### src/hdl/cqstat_pkg.sv
`timescale 1ns / 1ps
// ----------------------------------------------------------------------------
// cqstat_pkg
// Shared constants, operation and status codes, and the controller/datapath
// command and status structs of the circular queue statistics unit.
// ----------------------------------------------------------------------------
package cqstat_pkg;

    localparam int DEPTH_DEFAULT      = 16;
    localparam int DATA_WIDTH_DEFAULT = 32;

    typedef logic [1:0] func_t;
    typedef logic [1:0] status_t;

    localparam func_t FUNC_INSERT = 2'd0;
    localparam func_t FUNC_REMOVE = 2'd1;
    localparam func_t FUNC_QUERY  = 2'd2;

    localparam status_t ST_DONE  = 2'd0;
    localparam status_t ST_FULL  = 2'd1;
    localparam status_t ST_EMPTY = 2'd2;

    typedef struct packed {
        logic capture;
        logic op;
        logic walk;
        logic div_start;
        logic div_step;
        logic out_load;
    } dp_cmd_t;

    typedef struct packed {
        logic walk_done;
        logic div_done;
    } dp_sts_t;

endpackage

### src/hdl/cqstat_ctrl.sv
`timescale 1ns / 1ps
// ----------------------------------------------------------------------------
// cqstat_ctrl
// Sequencer: accept, queue operation, ring walk, serial divide, result
// hand-off through the output register.
// ----------------------------------------------------------------------------
module cqstat_ctrl (
    input  logic                clk,
    input  logic                rst_n,
    input  logic                in_valid,
    output logic                in_ready,
    output logic                out_valid,
    input  logic                out_ready,
    output cqstat_pkg::dp_cmd_t cmd,
    input  cqstat_pkg::dp_sts_t sts
);
    import cqstat_pkg::*;

    typedef enum logic [2:0] {
        S_IDLE,
        S_OP,
        S_WALK,
        S_DIV,
        S_OUT
    } state_t;

    state_t state_reg;
    state_t state_next;
    logic   out_valid_reg;
    logic   out_valid_next;

    always_comb
    begin
        cmd           = '0;
        cmd.capture   = (state_reg == S_IDLE) && in_valid;
        cmd.op        = (state_reg == S_OP);
        cmd.walk      = (state_reg == S_WALK);
        cmd.div_start = (state_reg == S_WALK) && sts.walk_done;
        cmd.div_step  = (state_reg == S_DIV);
        cmd.out_load  = (state_reg == S_OUT) && (!out_valid_reg || out_ready);
    end

    always_comb
    begin
        state_next = state_reg;
        case (state_reg)
            S_IDLE:
            begin
                if (in_valid)
                begin
                    state_next = S_OP;
                end
            end
            S_OP:
            begin
                state_next = S_WALK;
            end
            S_WALK:
            begin
                if (sts.walk_done)
                begin
                    state_next = S_DIV;
                end
            end
            S_DIV:
            begin
                if (sts.div_done)
                begin
                    state_next = S_OUT;
                end
            end
            S_OUT:
            begin
                if (cmd.out_load)
                begin
                    state_next = S_IDLE;
                end
            end
            default:
            begin
                state_next = S_IDLE;
            end
        endcase
    end

    always_comb
    begin
        out_valid_next = out_valid_reg;
        if (cmd.out_load)
        begin
            out_valid_next = 1'b1;
        end
        else if (out_ready)
        begin
            out_valid_next = 1'b0;
        end
    end

    always_ff @(posedge clk or negedge rst_n)
    begin
        if (!rst_n)
        begin
            state_reg     <= S_IDLE;
            out_valid_reg <= 1'b0;
        end
        else
        begin
            state_reg     <= state_next;
            out_valid_reg <= out_valid_next;
        end
    end

    assign in_ready  = (state_reg == S_IDLE);
    assign out_valid = out_valid_reg;

endmodule

### src/hdl/cqstat_datapath.sv
`timescale 1ns / 1ps
// ----------------------------------------------------------------------------
// cqstat_datapath
// Ring storage with head/tail/count, a one-entry-per-cycle walk that keeps
// max, min, sum and key match, a restoring divider for the Q8 mean, and the
// result registers.
// ----------------------------------------------------------------------------
module cqstat_datapath #(
    parameter int DEPTH      = cqstat_pkg::DEPTH_DEFAULT,
    parameter int DATA_WIDTH = cqstat_pkg::DATA_WIDTH_DEFAULT
) (
    input  logic                          clk,
    input  logic                          rst_n,
    input  cqstat_pkg::dp_cmd_t           cmd,
    output cqstat_pkg::dp_sts_t           sts,
    input  cqstat_pkg::func_t             func,
    input  logic signed [DATA_WIDTH-1:0]  value,
    output cqstat_pkg::status_t           status,
    output logic [$clog2(DEPTH)-1:0]      count,
    output logic signed [DATA_WIDTH-1:0]  largest,
    output logic signed [DATA_WIDTH-1:0]  smallest,
    output logic signed [DATA_WIDTH+7:0]  mean_q8,
    output logic                          found
);
    import cqstat_pkg::*;

    localparam int CNT_W  = $clog2(DEPTH);
    localparam int SUM_W  = DATA_WIDTH + CNT_W;
    localparam int DIV_W  = SUM_W + 8;
    localparam int MEAN_W = DATA_WIDTH + 8;
    localparam int DL_W   = $clog2(DIV_W + 1);

    localparam logic [CNT_W-1:0] LAST_IDX = CNT_W'(DEPTH - 1);

    function automatic logic [CNT_W-1:0] next_slot(input logic [CNT_W-1:0] i);
        next_slot = (i == LAST_IDX) ? '0 : i + 1'b1;
    endfunction

    logic [DATA_WIDTH-1:0]        mem [DEPTH];

    func_t                        func_reg;
    logic signed [DATA_WIDTH-1:0] key_reg;

    logic [CNT_W-1:0]             head_reg, head_next;
    logic [CNT_W-1:0]             tail_reg, tail_next;
    logic [CNT_W-1:0]             cnt_reg, cnt_next;
    status_t                      op_status_reg, op_status_next;
    logic                         wr_en;

    logic [CNT_W-1:0]             ptr_reg;
    logic [CNT_W-1:0]             left_reg;
    logic                         rd_valid_reg;
    logic                         rd_en;
    logic signed [DATA_WIDTH-1:0] rd_data_reg;
    logic                         seen_reg;
    logic signed [DATA_WIDTH-1:0] big_reg;
    logic signed [DATA_WIDTH-1:0] small_reg;
    logic signed [SUM_W-1:0]      sum_reg;
    logic signed [SUM_W-1:0]      elem_ext;
    logic                         found_reg;

    logic [SUM_W-1:0]             sum_mag;
    logic [DIV_W-1:0]             quo_reg;
    logic [CNT_W-1:0]             rem_reg;
    logic [CNT_W:0]               rem_sh;
    logic                         qbit;
    logic                         neg_reg;
    logic [DL_W-1:0]              div_left_reg;
    logic [MEAN_W-1:0]            q_mag;
    logic signed [MEAN_W-1:0]     mean_next;

    status_t                      status_reg;
    logic [CNT_W-1:0]             count_reg;
    logic signed [DATA_WIDTH-1:0] largest_reg;
    logic signed [DATA_WIDTH-1:0] smallest_reg;
    logic signed [MEAN_W-1:0]     mean_reg;
    logic                         found_out_reg;

    // queue operation
    always_comb
    begin
        head_next      = head_reg;
        tail_next      = tail_reg;
        cnt_next       = cnt_reg;
        op_status_next = ST_DONE;
        wr_en          = 1'b0;
        case (func_reg)
            FUNC_INSERT:
            begin
                if (cnt_reg == LAST_IDX)
                begin
                    op_status_next = ST_FULL;
                end
                else
                begin
                    wr_en     = cmd.op;
                    tail_next = next_slot(tail_reg);
                    cnt_next  = cnt_reg + 1'b1;
                end
            end
            FUNC_REMOVE:
            begin
                if (cnt_reg == '0)
                begin
                    op_status_next = ST_EMPTY;
                end
                else
                begin
                    head_next = next_slot(head_reg);
                    cnt_next  = cnt_reg - 1'b1;
                end
            end
            FUNC_QUERY:
            begin
                if (cnt_reg == '0)
                begin
                    op_status_next = ST_EMPTY;
                end
            end
            default:
            begin
                op_status_next = ST_DONE;
            end
        endcase
    end

    always_ff @(posedge clk or negedge rst_n)
    begin
        if (!rst_n)
        begin
            head_reg <= '0;
            tail_reg <= '0;
            cnt_reg  <= '0;
        end
        else if (cmd.op)
        begin
            head_reg <= head_next;
            tail_reg <= tail_next;
            cnt_reg  <= cnt_next;
        end
    end

    // storage
    assign rd_en = cmd.walk && (left_reg != '0);

    always_ff @(posedge clk)
    begin
        if (wr_en)
        begin
            mem[tail_reg] <= key_reg;
        end
        if (rd_en)
        begin
            rd_data_reg <= mem[ptr_reg];
        end
    end

    always_ff @(posedge clk)
    begin
        if (cmd.capture)
        begin
            func_reg <= func;
            key_reg  <= value;
        end
    end

    // walk control
    always_ff @(posedge clk or negedge rst_n)
    begin
        if (!rst_n)
        begin
            ptr_reg      <= '0;
            left_reg     <= '0;
            rd_valid_reg <= 1'b0;
        end
        else if (cmd.op)
        begin
            ptr_reg      <= head_next;
            left_reg     <= cnt_next;
            rd_valid_reg <= 1'b0;
        end
        else if (cmd.walk)
        begin
            rd_valid_reg <= rd_en;
            if (rd_en)
            begin
                ptr_reg  <= next_slot(ptr_reg);
                left_reg <= left_reg - 1'b1;
            end
        end
    end

    assign elem_ext = {{CNT_W{rd_data_reg[DATA_WIDTH-1]}}, rd_data_reg};

    // accumulators
    always_ff @(posedge clk)
    begin
        if (cmd.op)
        begin
            op_status_reg <= op_status_next;
            seen_reg      <= 1'b0;
            big_reg       <= '0;
            small_reg     <= '0;
            sum_reg       <= '0;
            found_reg     <= 1'b0;
        end
        else if (cmd.walk && rd_valid_reg)
        begin
            seen_reg <= 1'b1;
            if (!seen_reg || (rd_data_reg > big_reg))
            begin
                big_reg <= rd_data_reg;
            end
            if (!seen_reg || (rd_data_reg < small_reg))
            begin
                small_reg <= rd_data_reg;
            end
            sum_reg <= sum_reg + elem_ext;
            if ((func_reg == FUNC_QUERY) && (rd_data_reg == key_reg))
            begin
                found_reg <= 1'b1;
            end
        end
    end

    // restoring divider, one quotient bit per cycle
    assign sum_mag = sum_reg[SUM_W-1] ? SUM_W'(-sum_reg) : SUM_W'(sum_reg);
    assign rem_sh  = {rem_reg, quo_reg[DIV_W-1]};
    assign qbit    = (rem_sh >= {1'b0, cnt_reg});

    always_ff @(posedge clk or negedge rst_n)
    begin
        if (!rst_n)
        begin
            div_left_reg <= '0;
        end
        else if (cmd.div_start)
        begin
            div_left_reg <= DL_W'(DIV_W);
        end
        else if (cmd.div_step && (div_left_reg != '0))
        begin
            div_left_reg <= div_left_reg - 1'b1;
        end
    end

    always_ff @(posedge clk)
    begin
        if (cmd.div_start)
        begin
            quo_reg <= {sum_mag, 8'd0};
            rem_reg <= '0;
            neg_reg <= sum_reg[SUM_W-1];
        end
        else if (cmd.div_step && (div_left_reg != '0))
        begin
            quo_reg <= {quo_reg[DIV_W-2:0], qbit};
            rem_reg <= qbit ? CNT_W'(rem_sh - {1'b0, cnt_reg}) : rem_sh[CNT_W-1:0];
        end
    end

    assign q_mag     = quo_reg[MEAN_W-1:0];
    assign mean_next = (cnt_reg == '0) ? '0 :
                       neg_reg ? MEAN_W'(-q_mag) : MEAN_W'(q_mag);

    // result registers
    always_ff @(posedge clk)
    begin
        if (cmd.out_load)
        begin
            status_reg    <= op_status_reg;
            count_reg     <= cnt_reg;
            largest_reg   <= big_reg;
            smallest_reg  <= small_reg;
            mean_reg      <= mean_next;
            found_out_reg <= found_reg;
        end
    end

    assign sts.walk_done = (left_reg == '0) && !rd_valid_reg;
    assign sts.div_done  = (div_left_reg == '0);

    assign status   = status_reg;
    assign count    = count_reg;
    assign largest  = largest_reg;
    assign smallest = smallest_reg;
    assign mean_q8  = mean_reg;
    assign found    = found_out_reg;

endmodule

### src/hdl/circular_queue_with_statistics_unit.sv
`timescale 1ns / 1ps
// ----------------------------------------------------------------------------
// circular_queue_with_statistics_unit
// Ring FIFO of signed words holding DEPTH-1 entries; a transaction inserts,
// removes or queries (any other func code leaves the queue as it is), then
// reports count, max, min, Q8 mean and key match over the contents.
//
//   channel  | signals                          | direction
//   ---------+----------------------------------+----------
//   in       | in_valid, in_ready, func, value  | to unit
//   out      | out_valid, out_ready, status,    | from unit
//            | count, largest, smallest,        |
//            | mean_q8, found                   |
//
// From acceptance to result an item passes the queue operation, a walk
// through the single-port storage that reads one entry per cycle over the
// N entries held after the operation, and the divider, which yields one
// quotient bit per cycle.
// One item is in flight at a time; the result register lets the next item
// be accepted while the previous result waits on out_ready.
// Reset empties the queue; storage contents are not cleared.
// ----------------------------------------------------------------------------
module circular_queue_with_statistics_unit #(
    parameter int DEPTH      = cqstat_pkg::DEPTH_DEFAULT,
    parameter int DATA_WIDTH = cqstat_pkg::DATA_WIDTH_DEFAULT
) (
    input  logic                          clk,
    input  logic                          rst_n,
    input  logic                          in_valid,
    output logic                          in_ready,
    input  cqstat_pkg::func_t             func,
    input  logic signed [DATA_WIDTH-1:0]  value,
    output logic                          out_valid,
    input  logic                          out_ready,
    output cqstat_pkg::status_t           status,
    output logic [$clog2(DEPTH)-1:0]      count,
    output logic signed [DATA_WIDTH-1:0]  largest,
    output logic signed [DATA_WIDTH-1:0]  smallest,
    output logic signed [DATA_WIDTH+7:0]  mean_q8,
    output logic                          found
);
    import cqstat_pkg::*;

    localparam int CNT_W = $clog2(DEPTH);
    localparam logic [CNT_W-1:0] MAX_COUNT = CNT_W'(DEPTH - 1);

    dp_cmd_t cmd;
    dp_sts_t sts;

    cqstat_ctrl u_ctrl (
        .clk       (clk),
        .rst_n     (rst_n),
        .in_valid  (in_valid),
        .in_ready  (in_ready),
        .out_valid (out_valid),
        .out_ready (out_ready),
        .cmd       (cmd),
        .sts       (sts)
    );

    cqstat_datapath #(
        .DEPTH      (DEPTH),
        .DATA_WIDTH (DATA_WIDTH)
    ) u_datapath (
        .clk      (clk),
        .rst_n    (rst_n),
        .cmd      (cmd),
        .sts      (sts),
        .func     (func),
        .value    (value),
        .status   (status),
        .count    (count),
        .largest  (largest),
        .smallest (smallest),
        .mean_q8  (mean_q8),
        .found    (found)
    );

    a_one_in_flight: assert property (@(posedge clk) disable iff (!rst_n)
        (in_valid && in_ready) |=> !in_ready)
        else $error("second transaction accepted while one is in flight");

    a_full_count: assert property (@(posedge clk) disable iff (!rst_n)
        (out_valid && (status == ST_FULL)) |-> (count == MAX_COUNT))
        else $error("full status with queue not full");

    a_empty_status: assert property (@(posedge clk) disable iff (!rst_n)
        (out_valid && (status == ST_EMPTY)) |-> ((count == '0) && !found))
        else $error("empty status with entries held or key found");

    a_empty_stats: assert property (@(posedge clk) disable iff (!rst_n)
        (out_valid && (count == '0)) |->
            ((largest == '0) && (smallest == '0) && (mean_q8 == '0) && !found))
        else $error("nonzero statistics on empty queue");

endmodule
### config.mk
export PLATFORM = sky130hd
export DESIGN_NAME = circular_queue_with_statistics_unit
export DESIGN_NICKNAME = d
export VERILOG_FILES = /design/src/hdl/cqstat_pkg.sv /design/src/hdl/cqstat_ctrl.sv /design/src/hdl/cqstat_datapath.sv /design/src/hdl/circular_queue_with_statistics_unit.sv
export SDC_FILE = /design/constraint.sdc
export NUM_CORES = 1
export LEC_CHECK = 0
export BUFFER_PORTS_ARGS = -buffer_cell sky130_fd_sc_hd__clkbuf_2
export CAP_MARGIN = 0
export CORE_ASPECT_RATIO = 1.1
export CORE_MARGIN = 2
export CORE_UTILIZATION = 30
export DETAILED_ROUTE_END_ITERATION = 7
export PLACE_DENSITY = 0.5
export RECOVER_POWER = 50
export SLEW_MARGIN = 20
export SYNTH_ARGS = -nofsm -noshare
export SYNTH_HDL_FRONTEND = slang
export SYNTH_SLANG_ARGS = --single-unit
### constraint.sdc
create_clock -name clk -period 6.9 [get_ports clk]
set_clock_uncertainty 0.1 [all_clocks]
set_input_delay 0 -clock clk [delete_from_list [all_inputs] [get_ports clk]]
set_output_delay 0 -clock clk [all_outputs]
set_load 0.02 [all_outputs]
==> qor.txt, run 1 <==
Synth Net Count: 2656
most used cell, CP: nor2_1
Reg power frac: 0.413
max FFs per register: 512
Ports: 151
unrepaired setup endpoints after global routing: no
vias in the first global route: 22.2k
total track usage: 0.147
Detailed Route WL: 95200 um
post-route setup TNS: 0 ns
P_int: 12400 uW
hpwl dp: 62600 um
peak per-stage delay on the critical path: 2.35 ns
Clk pin slew, worst setup/hold paths: 0.06 ns
TritonCTS Buffers: 94
die height: 375 um
fin crit period: 4.92 ns
net switching power: 6620 uW
top post-synthesis cells by area: edfxtp_1, mux4_2, dfxtp_1, ha_1, xor2_1
Setup Viol. Count Final: 0
Starting DRT DRC Count: 1584
Worst-Skew Late Latency: 0.67 ns
part of the power in the clock network: 0.266
HP Class: input pin to flop
multi-input logic area: 11800 sq um
clock sink count: 873
gpl congestion: 0.846
CP cell instances: nor2_1 > nand2_1 > nor2_1 > clkbuf_1 > buf_4
num rows: 136
Post-synth EDFFs: 728
H-tree levels: 3
Die Width: 341 um
worst slew pin tran: 3.31 ns
DRT antenna net count: 0
Synth Flop Type: edfxtp_1
Logic pwr share: 0.321
count of cell types in the netlist: 79
fill count: 12.0k
P_leak: 0.0150 uW
Critical Path Fanout Max: 61
crit path launch type: flop
pin count of the biggest net entering global routing: 82
total global routing overflow: 0
clk buf depth: 3
Mapped Area: 37600 sq um
vias per cell: 4.91
CTS tree: built
Final Cycle Share: 0.713
max-cap violations: 8
core area: 125000 sq um
required time of the critical path: 7.09 ns
# nets final: 2900
IO buf count: 150
Critical Path End Type: flop
Power Density: 433 nW/um^2
root buffer cell: clkbuf_16
initial antenna violation count: 3
DR WL/cell: 21.3 um
full die area: 128000 sq um
asr flop ratio synth: 0.0355
Pins Over Slew Limit: 345
share of the synthesized area in the top cell type: 0.582
Avg Cell Area, Syn: 15.0 sq um
drt drc: 0
register area: 24900 sq um
Fmax achieved: 203 MHz
placed cell count: 4228
Initial Utilization: 0.301
share of cells above drive strength 1: 0.143
outcome: finished, violations left
DRT Pass-1 Iters: 7
CP max stage cell: clkbuf_1
Synth Register Bits: 873
post-CTS setup buffer count: 0
Post-Syn Instances: 2497
Max IR drop VDD: 0.260 mV
relative slew slack: -1.20
violated checks: capacitance limit, slew limit
fin cells: 4474
Final Hold Vio Count: 0
post-synthesis sequential area ratio: 0.664
Sw Share: 0.348
routed vias: 22.0k
Area growth, synth to finish: 17.0%
Gates resized, CTS repair: 0
first-pass GRT wire length: 142000 um
critical path type: flop to flop
number of synthesis warnings: 0
critical path arrival: 5.11 ns
Synth area leader: edfxtp_1
## metrics by stage
step / hold slack (ns) / setup slack [ns] / power, uW / utilization / instance area, sq um
2_1_floorplan: -0.396 / 0.872 / 12000 / - / 37600
3_3_place_gp: 0.0489 / 3.18 / 14000 / 0.324 / 40300
3_5_place_dp: 0.0769 / 3.15 / 14100 / 0.324 / 40300
4_1_cts: 0.0646 / 3.12 / 19300 / 0.354 / 44100
5_1_grt: 0.110 / 1.63 / 20200 / 0.353 / 43900
6_report: 0.0998 / 1.98 / 19000 / 0.353 / 43900
## layout by cell type (no fill, tap or decap), types with 29 or more instances in the layout
cell type and count:
a21o_1 47, a21oi_1 115, buf_4 29, clkbuf_1 147
clkbuf_16 95, clkbuf_2 33, dfxtp_1 114, dlygate4sd3_1 72
edfxtp_1 728, ha_1 119, inv_1 124, mux4_2 160
nand2_1 153, nand3_1 86, nor2_1 98, o21ai_0 162
xnor2_1 41, xor2_1 101
## kinds of logic after synthesis
group,count (synthesis),synth area share
xor+xnor,142,0.0331
compound gates,453,0.0745
flops,873,0.664
simple gates,504,0.0667
buf+inv,239,0.0239
fa+ha+maj,121,0.0407
mux,165,0.0974
## power groups by stage
stage          clock network [uW]  logic [uW]  registers (uW)
3_3_place_gp                    0        6070            7900
5_1_grt                      5410        6790            7980
3_5_place_dp                    0        6160            7960
2_1_floorplan                   0        4520            7530
6_report                     5050        6110            7850
4_1_cts                      5200        6220            7850
## timing repair
action	4_1_cts	5_1_grt
endpoints found under the setup margin	0	0
hold endpoints to repair	74	0
hold buffers	73	0
## area by class of cell
cell class / instances / area share
flip-flops and latches: 873 / 0.567
multi-input cells: 1385 / 0.269
clock buffers: 118 / 0.0565
well taps: 1656 / 0.0472
repair buffers: 261 / 0.0363
clock inverters: 54 / 0.0132
inverters: 126 / 0.0108
diodes: 1 / 0.0000569
## synth_stat cells (41+ instances only)
cell type	instances
xnor2_1	41
o21ai_0	162
nand3_1	86
a21o_1	47
a21oi_1	115
ha_1	119
xor2_1	101
inv_1	124
edfxtp_1	728
mux4_2	160
nand2_1	153
clkbuf_1	82
dfxtp_1	114
nor2_1	99
## path summary, 6_finish.rpt
check	depth (start not counted)	to	slack, ns	startpoint
max	5	u_datapath.mean_q8[17]$_SDFFCE_PP0P_	1.98	u_ctrl.state_reg[0]$_DFFE_PN0P_
min	4	u_ctrl.out_valid$_DFFE_PN0P_	0.1	out_ready
max reg2reg	5	u_datapath.mean_q8[17]$_SDFFCE_PP0P_	1.98	u_ctrl.state_reg[0]$_DFFE_PN0P_
min reg2reg	0	u_datapath.status[0]$_DFFE_PP_	0.33	u_datapath.op_status_reg[0]$_DFFE_PP_
max in group asynchronous	4	u_datapath.ptr_reg[0]$_DFFE_PN0P_	4.37	rst_n
min in group asynchronous	4	u_datapath.ptr_reg[1]$_DFFE_PN0P_	0.98	rst_n
## worst max-delay path: cells and delay by family (launching register included)
family / cells / cell delay [ns]
flip-flops: 1 / 0.46
buffers and inverters: 2 / 3.22
AND/OR/NAND/NOR: 3 / 0.71
## per-layer routing
layer,GRT usage,vias up,part of all wire,routed length [um]
met5,0,-,0.00014,13
met4,0.0384,2,0.021,1960
met3,0.0233,118,0.045,4270
met2,0.248,528,0.49,46600
met1,0.197,11224,0.45,42400
li1,-,10111,-,-
Note: power is estimated with default switching activity, not from simulation.
==> run 2, diff against run 1 <==
--- a/config.mk
+++ b/config.mk
@@ -5,6 +5,7 @@
 export SDC_FILE = /design/constraint.sdc
 export NUM_CORES = 1
 export LEC_CHECK = 0
+export ABC_AREA = 1
 export BUFFER_PORTS_ARGS = -buffer_cell sky130_fd_sc_hd__clkbuf_2
 export CAP_MARGIN = 0
 export CORE_ASPECT_RATIO = 1.1
==> constraint.sdc (replaced) <==
create_clock -name clk -period 4.9 [get_ports clk]
set_clock_uncertainty 0.1 [all_clocks]
set_input_delay 0 -clock clk [delete_from_list [all_inputs] [get_ports clk]]
set_output_delay 0 -clock clk [all_outputs]
set_load 0.02 [all_outputs]
==> run 2 against run 1 <==
Effect of this change: flip-flop and latch count stayed put; critical endpoint is now u_datapath.smallest[27]$_DFFE_PP_; non-clock buffer count increased by 15; critical path depth shrank 1; hold slack gained 0.00079 ns; the flow still finishes with violations (capacitance limit, slew limit); clock-buffer cell count is 2 higher.
==> qor.txt, run 2 <==
Starting DRT DRC Count: 2152
DR WL/cell: 20.4 um
Worst-Skew Late Latency: 0.69 ns
Mapped Area: 39600 sq um
share of cells above drive strength 1: 0.0786
number of synthesis warnings: 0
list of most frequent post-synthesis cells: edfxtp_1, nor2_1, nand2_1, inv_1, o21ai_0
Pins Over Slew Limit: 251
P_leak: 0.0172 uW
crit path launch type: flop
Setup Viol. Count Final: 0
hpwl dp: 75100 um
max-cap violations: 5
Reg2Reg Depth: 4
Post-Syn Instances: 3577
# nets final: 3944
top post-synthesis cells by area: edfxtp_1, dfxtp_1, nor2_1, nand2_1, ha_1
worst slew pin tran: 2.85 ns
gpl congestion: 0.897
vias in the first global route: 26.6k
TritonCTS Buffers: 96
die height: 385 um
Die Width: 350 um
R2R setup slack: 1.05 ns
pin count of the biggest net entering global routing: 153
most frequent cell after synthesis: edfxtp_1
Worst R2R Start: u_ctrl.state_reg[1]$_DFFE_PN0P_
Synth Register Bits: 873
first-pass GRT wire length: 170000 um
placed cell count: 5375
post-route setup TNS: 0 ns
DRT antenna net count: 0
CP cell instances: inv_1 > nand3_1 > nor2_1 > clkbuf_2
max FFs per register: 512
Hold Crit Start: out_ready
critical path arrival: 3.97 ns
Worst Hold Endpoint: u_ctrl.state_reg[2]$_DFFE_PN0P_
Fmax achieved: 260 MHz
total track usage: 0.167
vias per cell: 4.87
Post-synth EDFFs: 728
fill count: 13.2k
critical path type: flop to flop
relative slew slack: -0.901
peak per-stage delay on the critical path: 2.04 ns
num rows: 139
Avg Cell Area, Syn: 11.1 sq um
H-tree levels: 3
fin cells: 5630
required time of the critical path: 5.02 ns
asr flop ratio synth: 0.0355
Critical Path End Type: flop
violated checks: capacitance limit, slew limit
IO buf count: 150
Power Density: 678 nW/um^2
Area growth, synth to finish: 16.4%
Synth Flop Type: edfxtp_1
unrepaired setup endpoints after global routing: no
Clk pin slew, worst setup/hold paths: 0.06 ns
hold path depth: 5
clock sink count: 873
full die area: 135000 sq um
CP max stage cell: clkbuf_2
Critical Path Fanout Max: 106
fin crit period: 3.85 ns
HP Class: input pin to flop
Final Hold Vio Count: 0
post-synthesis sequential area ratio: 0.630
Detailed Route WL: 115000 um
drt drc: 0
core area: 131000 sq um
Synth area leader: edfxtp_1
outcome: finished, violations left
count of cell types in the netlist: 61
Synth Net Count: 3736
routed vias: 27.4k
Max IR drop VDD: 0.507 mV
initial antenna violation count: 2
most frequent cells in the layout: edfxtp_1, nor2_1, nand2_1, inv_1, o21ai_0
root buffer cell: clkbuf_16
reg-to-reg endpoint: u_datapath.smallest[27]$_DFFE_PP_
post-CTS setup buffer count: 0
total global routing overflow: 0
commonest non-fill, non-tap cell in the layout: edfxtp_1
clk buf depth: 3
CTS tree: built
Initial Utilization: 0.303
Final Cycle Share: 0.785
DRT Pass-1 Iters: 5
WHS: 0.101 ns
share of the synthesized area in the top cell type: 0.552
Ports: 151
==> run 2: changes by cell type after synthesis, moves of 95 or more <==
cell | before | now
nor2_1 | 99 | 450
nand2_1 | 153 | 402
inv_1 | 124 | 300
o221ai_1 | 2 | 99
mux2i_1 | 3 | 98
nand3_1 | 86 | 193
mux4_2 | 160 | 0
o21ai_0 | 162 | 260
a21oi_1 | 115 | 231
==> run 2: metrics by stage <==
| stage | setup WS [ns] | utilization | power (uW) | cell area (sq um) |
|---|---|---|---|---|
| after floorplan | 0.879 | - | 20200 | 39600 |
| after global placement | 1.59 | 0.325 | 24100 | 42400 |
| after detailed placement | 1.56 | 0.325 | 24200 | 42400 |
| after CTS | 1.53 | 0.354 | 31600 | 46300 |
| after global routing | 0.743 | 0.352 | 33500 | 46100 |
| final | 1.05 | 0.352 | 31200 | 46100 |
==> run 2: report_power, final <==
part | switching (uW) | total, uW | leakage (uW) | internal (uW)
clock | 3110 | 7240 | 0.00152 | 4130
combinational | 8400 | 12600 | 0.00773 | 4150
sequential | 1800 | 11500 | 0.00795 | 9650
total | 13300 | 31200 | 0.0172 | 17900
==> run 2: critical path: cells and delay by family (launching register included) <==
family	cells	cell delay, ns
AND/OR/NAND/NOR	2	0.55
flip-flops	1	0.40
buffers and inverters	2	2.16
==> run 2: what timing repair did <==
action                    4_1_cts  5_1_grt
resized for setup               0        0
hold buffers                   74        0
hold endpoints to repair       85        0
==> run 2: kinds of logic (layout without fill, tap and decap cells) <==
logic type                 Yosys count  after routing  synth area share
xor gates and xnor gates            65             65            0.0144
DFF                                873            873             0.630
muxes                               98             98            0.0248
adders and majority gates          121            121            0.0386
and+or+nand+nor                   1175           1175             0.127
buffers and inverters              484            774            0.0496
other                                0              1                 0
AOI/OAI and AO/OA                  761            761             0.116
==> run 2: how the worst max path moves through the flow <==
stage | endpoint | from | slack (ns) | cells after the start
2_1_floorplan | u_datapath.count[0]$_DFFE_PP_ | u_ctrl.state_reg[1]$_DFFE_PN0P_ | 0.88 | 3
3_3_place_gp | u_datapath.mem[15][21]$_DFFE_PP_ | u_datapath.cnt_reg[0]$_DFFE_PN0P_ | 1.59 | 9
3_5_place_dp | u_datapath.mem[15][25]$_DFFE_PP_ | u_datapath.cnt_reg[0]$_DFFE_PN0P_ | 1.56 | 9
4_1_cts | u_datapath.mem[15][24]$_DFFE_PP_ | u_datapath.cnt_reg[0]$_DFFE_PN0P_ | 1.53 | 9
5_1_grt | u_datapath.smallest[30]$_DFFE_PP_ | u_ctrl.state_reg[1]$_DFFE_PN0P_ | 0.74 | 4
6_report | u_datapath.smallest[27]$_DFFE_PP_ | u_ctrl.state_reg[1]$_DFFE_PN0P_ | 1.05 | 4
==> run 2: routing by layer <==
layer	vias to the layer above	GRT usage	wire length, um
li1	13254	-	-
met1	13334	0.222	51500
met2	645	0.279	54700
met3	174	0.0239	5320
met4	0	0.0548	3340
met5	-	0	0
==> run 2: cell type report <==
type,count,area [sq um],area share
sequential,873,24900,0.541
antenna,1,2.50,0.0000543
clock buffer,120,2540,0.0552
inverter,318,1200,0.0260
tap,1762,2200,0.0478
timing repair buffer,276,1810,0.0393
clock inverter,60,577,0.0125
multi-input combinational,2220,12800,0.278
==> run 3, diff against run 2 <==
==> constraint.sdc (replaced) <==
create_clock -name clk -period 3.96 [get_ports clk]
set_clock_uncertainty 0.1 [all_clocks]
set_input_delay 0 -clock clk [delete_from_list [all_inputs] [get_ports clk]]
set_output_delay 0 -clock clk [all_outputs]
set_load 0.02 [all_outputs]
==> run 3 against run 2 <==
Effect of this change: the run still ends with capacitance limit, slew limit left; global-route usage up 0.071 points; non-clock buffer count up 30; cell count up 0.57%; flip-flop and latch count unchanged; hold slack better by 0.025 ns; utilization up 0.38 points; total power up 26%; largest power group unchanged.
==> qor.txt, run 3 (synthesis results as in run 2) <==
outcome: finished, violations left
violated checks: capacitance limit, slew limit
placed cell count: 5405
Final Cycle Share: 0.880
clk buf depth: 3
DRT Pass-1 Iters: 6
TritonCTS Buffers: 97
Pins Over Slew Limit: 284
Die Width: 350 um
DR WL met2: 55800 um
DR WL/cell: 20.2 um
commonest non-fill, non-tap cell in the layout: edfxtp_1
worst slew pin tran: 2.47 ns
vias in the first global route: 27.2k
initial antenna violation count: 3
full die area: 135000 sq um
critical path arrival: 3.78 ns
fill count: 13.0k
Ports: 151
H-tree levels: 3
Initial Utilization: 0.303
P_leak: 0.0174 uW
Area growth, synth to finish: 17.7%
total track usage: 0.168
dpl cell area: 42800 sq um
relative slew slack: -0.644
DRT antenna net count: 0
register area: 24900 sq um
max FFs per register: 512
multi-input logic area: 12800 sq um
Finished Cell Area: 46600 sq um
Detailed Route WL: 114000 um
vias per cell: 4.86
Power Density: 846 nW/um^2
IO buf count: 150
# nets final: 3975
fin crit period: 3.49 ns
routed vias: 27.5k
most frequent cells in the layout: edfxtp_1, nor2_1, nand2_1, inv_1, o21ai_0
hpwl dp: 75900 um
Final Hold Vio Count: 0
clock sink count: 873
required time of the critical path: 4.26 ns
Max IR drop VDD: 0.533 mV
share of cells above drive strength 1: 0.0826
Critical Path End Type: flop
critical path type: flop to flop
M1 WL: 50800 um
R2R setup slack: 0.47 ns
max-cap violations: 6
HP Class: input pin to flop
fin cells: 5662
post-route setup TNS: 0 ns
die height: 385 um
CTS tree: built
num rows: 139
drt drc: 0
top sig layer: met4
crit path launch type: flop
core area: 131000 sq um
unrepaired setup endpoints after global routing: no
Fmax achieved: 287 MHz
gpl congestion: 0.909
first-pass GRT wire length: 172000 um
WHS: 0.126 ns
Clk pin slew, worst setup/hold paths: 0.06 ns
Critical Path Fanout Max: 34
n_diodes: 0
total global routing overflow: 0
Worst-Skew Late Latency: 0.71 ns
post-CTS setup buffer count: 0
Starting DRT DRC Count: 2054
pin count of the biggest net entering global routing: 112
met3 WL: 4780 um
root buffer cell: clkbuf_16
Setup Viol. Count Final: 0
## run 3: cell types whose count changed in the layout (fill, tap and decap cells not counted), sizes merged
| cell | previous run | this run |
|---|---|---|
| buf | 43 | 64 |
| bufinv | 8 | 13 |
| clkbuf | 280 | 291 |
| clkinvlp | 7 | 6 |
| diode | 1 | 0 |
| inv | 318 | 315 |
## run 3: critical path, stage by stage, from the launching register on
cell and delay, ns:
dfxtp_1 0.31, clkbuf_1 1.14, clkinv_1 1.02, o21ai_0 0.47, o22ai_1 0.14
## run 3: path summary, 6_finish.rpt
check	from	end	depth (start not counted)
worst max-delay path	u_datapath.sum_reg[35]$_SDFFE_PP0P_	u_datapath.quo_reg[9]$_DFFE_PP_	4
worst max register to register	u_datapath.sum_reg[35]$_SDFFE_PP0P_	u_datapath.quo_reg[9]$_DFFE_PP_	4
worst min-delay path	out_ready	u_ctrl.state_reg[2]$_DFFE_PN0P_	5
min in group asynchronous	rst_n	u_datapath.ptr_reg[2]$_DFFE_PN0P_	4
worst min register to register	u_datapath.op_status_reg[0]$_DFFE_PP_	u_datapath.status[0]$_DFFE_PP_	0
max in group asynchronous	rst_n	u_datapath.ptr_reg[1]$_DFFE_PN0P_	4
## run 3: layer usage
metal,GRT usage,vias up
li1,-,13301
met1,0.220,13458
met2,0.288,614
met3,0.0215,145
met4,0.0509,0
met5,0,-
## run 3: stage by stage
stage / utilization / power [uW] / worst slack (ns)
5_1_grt: 0.356 / 42300 / 0.209
6_report: 0.356 / 39400 / 0.475
3_3_place_gp: 0.327 / 30200 / 0.779
4_1_cts: 0.358 / 39800 / 0.658
3_5_place_dp: 0.327 / 30300 / 0.678
2_1_floorplan: - / 24900 / 0.479
## run 3: area by class of cell
cell class | instances | area share
Sequential cell | 873 | 0.535
Multi-Input combinational cell | 2220 | 0.275
Clock buffer | 122 | 0.0552
Tap cell | 1762 | 0.0473
Timing Repair Buffer | 306 | 0.0460
Inverter | 318 | 0.0257
Clock inverter | 61 | 0.0155
## run 3: power breakdown
part           total, uW  internal (uW)  switching (uW)
Clock               9350           5480            3870
Sequential         13800          11900            1890
Combinational      16200           5380           10800
## run 3: what timing repair did
| item | 4_1_cts | 5_1_grt |
|---|---|---|
| setup endpoints to repair | 0 | 0 |
| hold buffers | 74 | 0 |
| resized for setup | 0 | 0 |
| hold endpoints to repair | 85 | 0 |
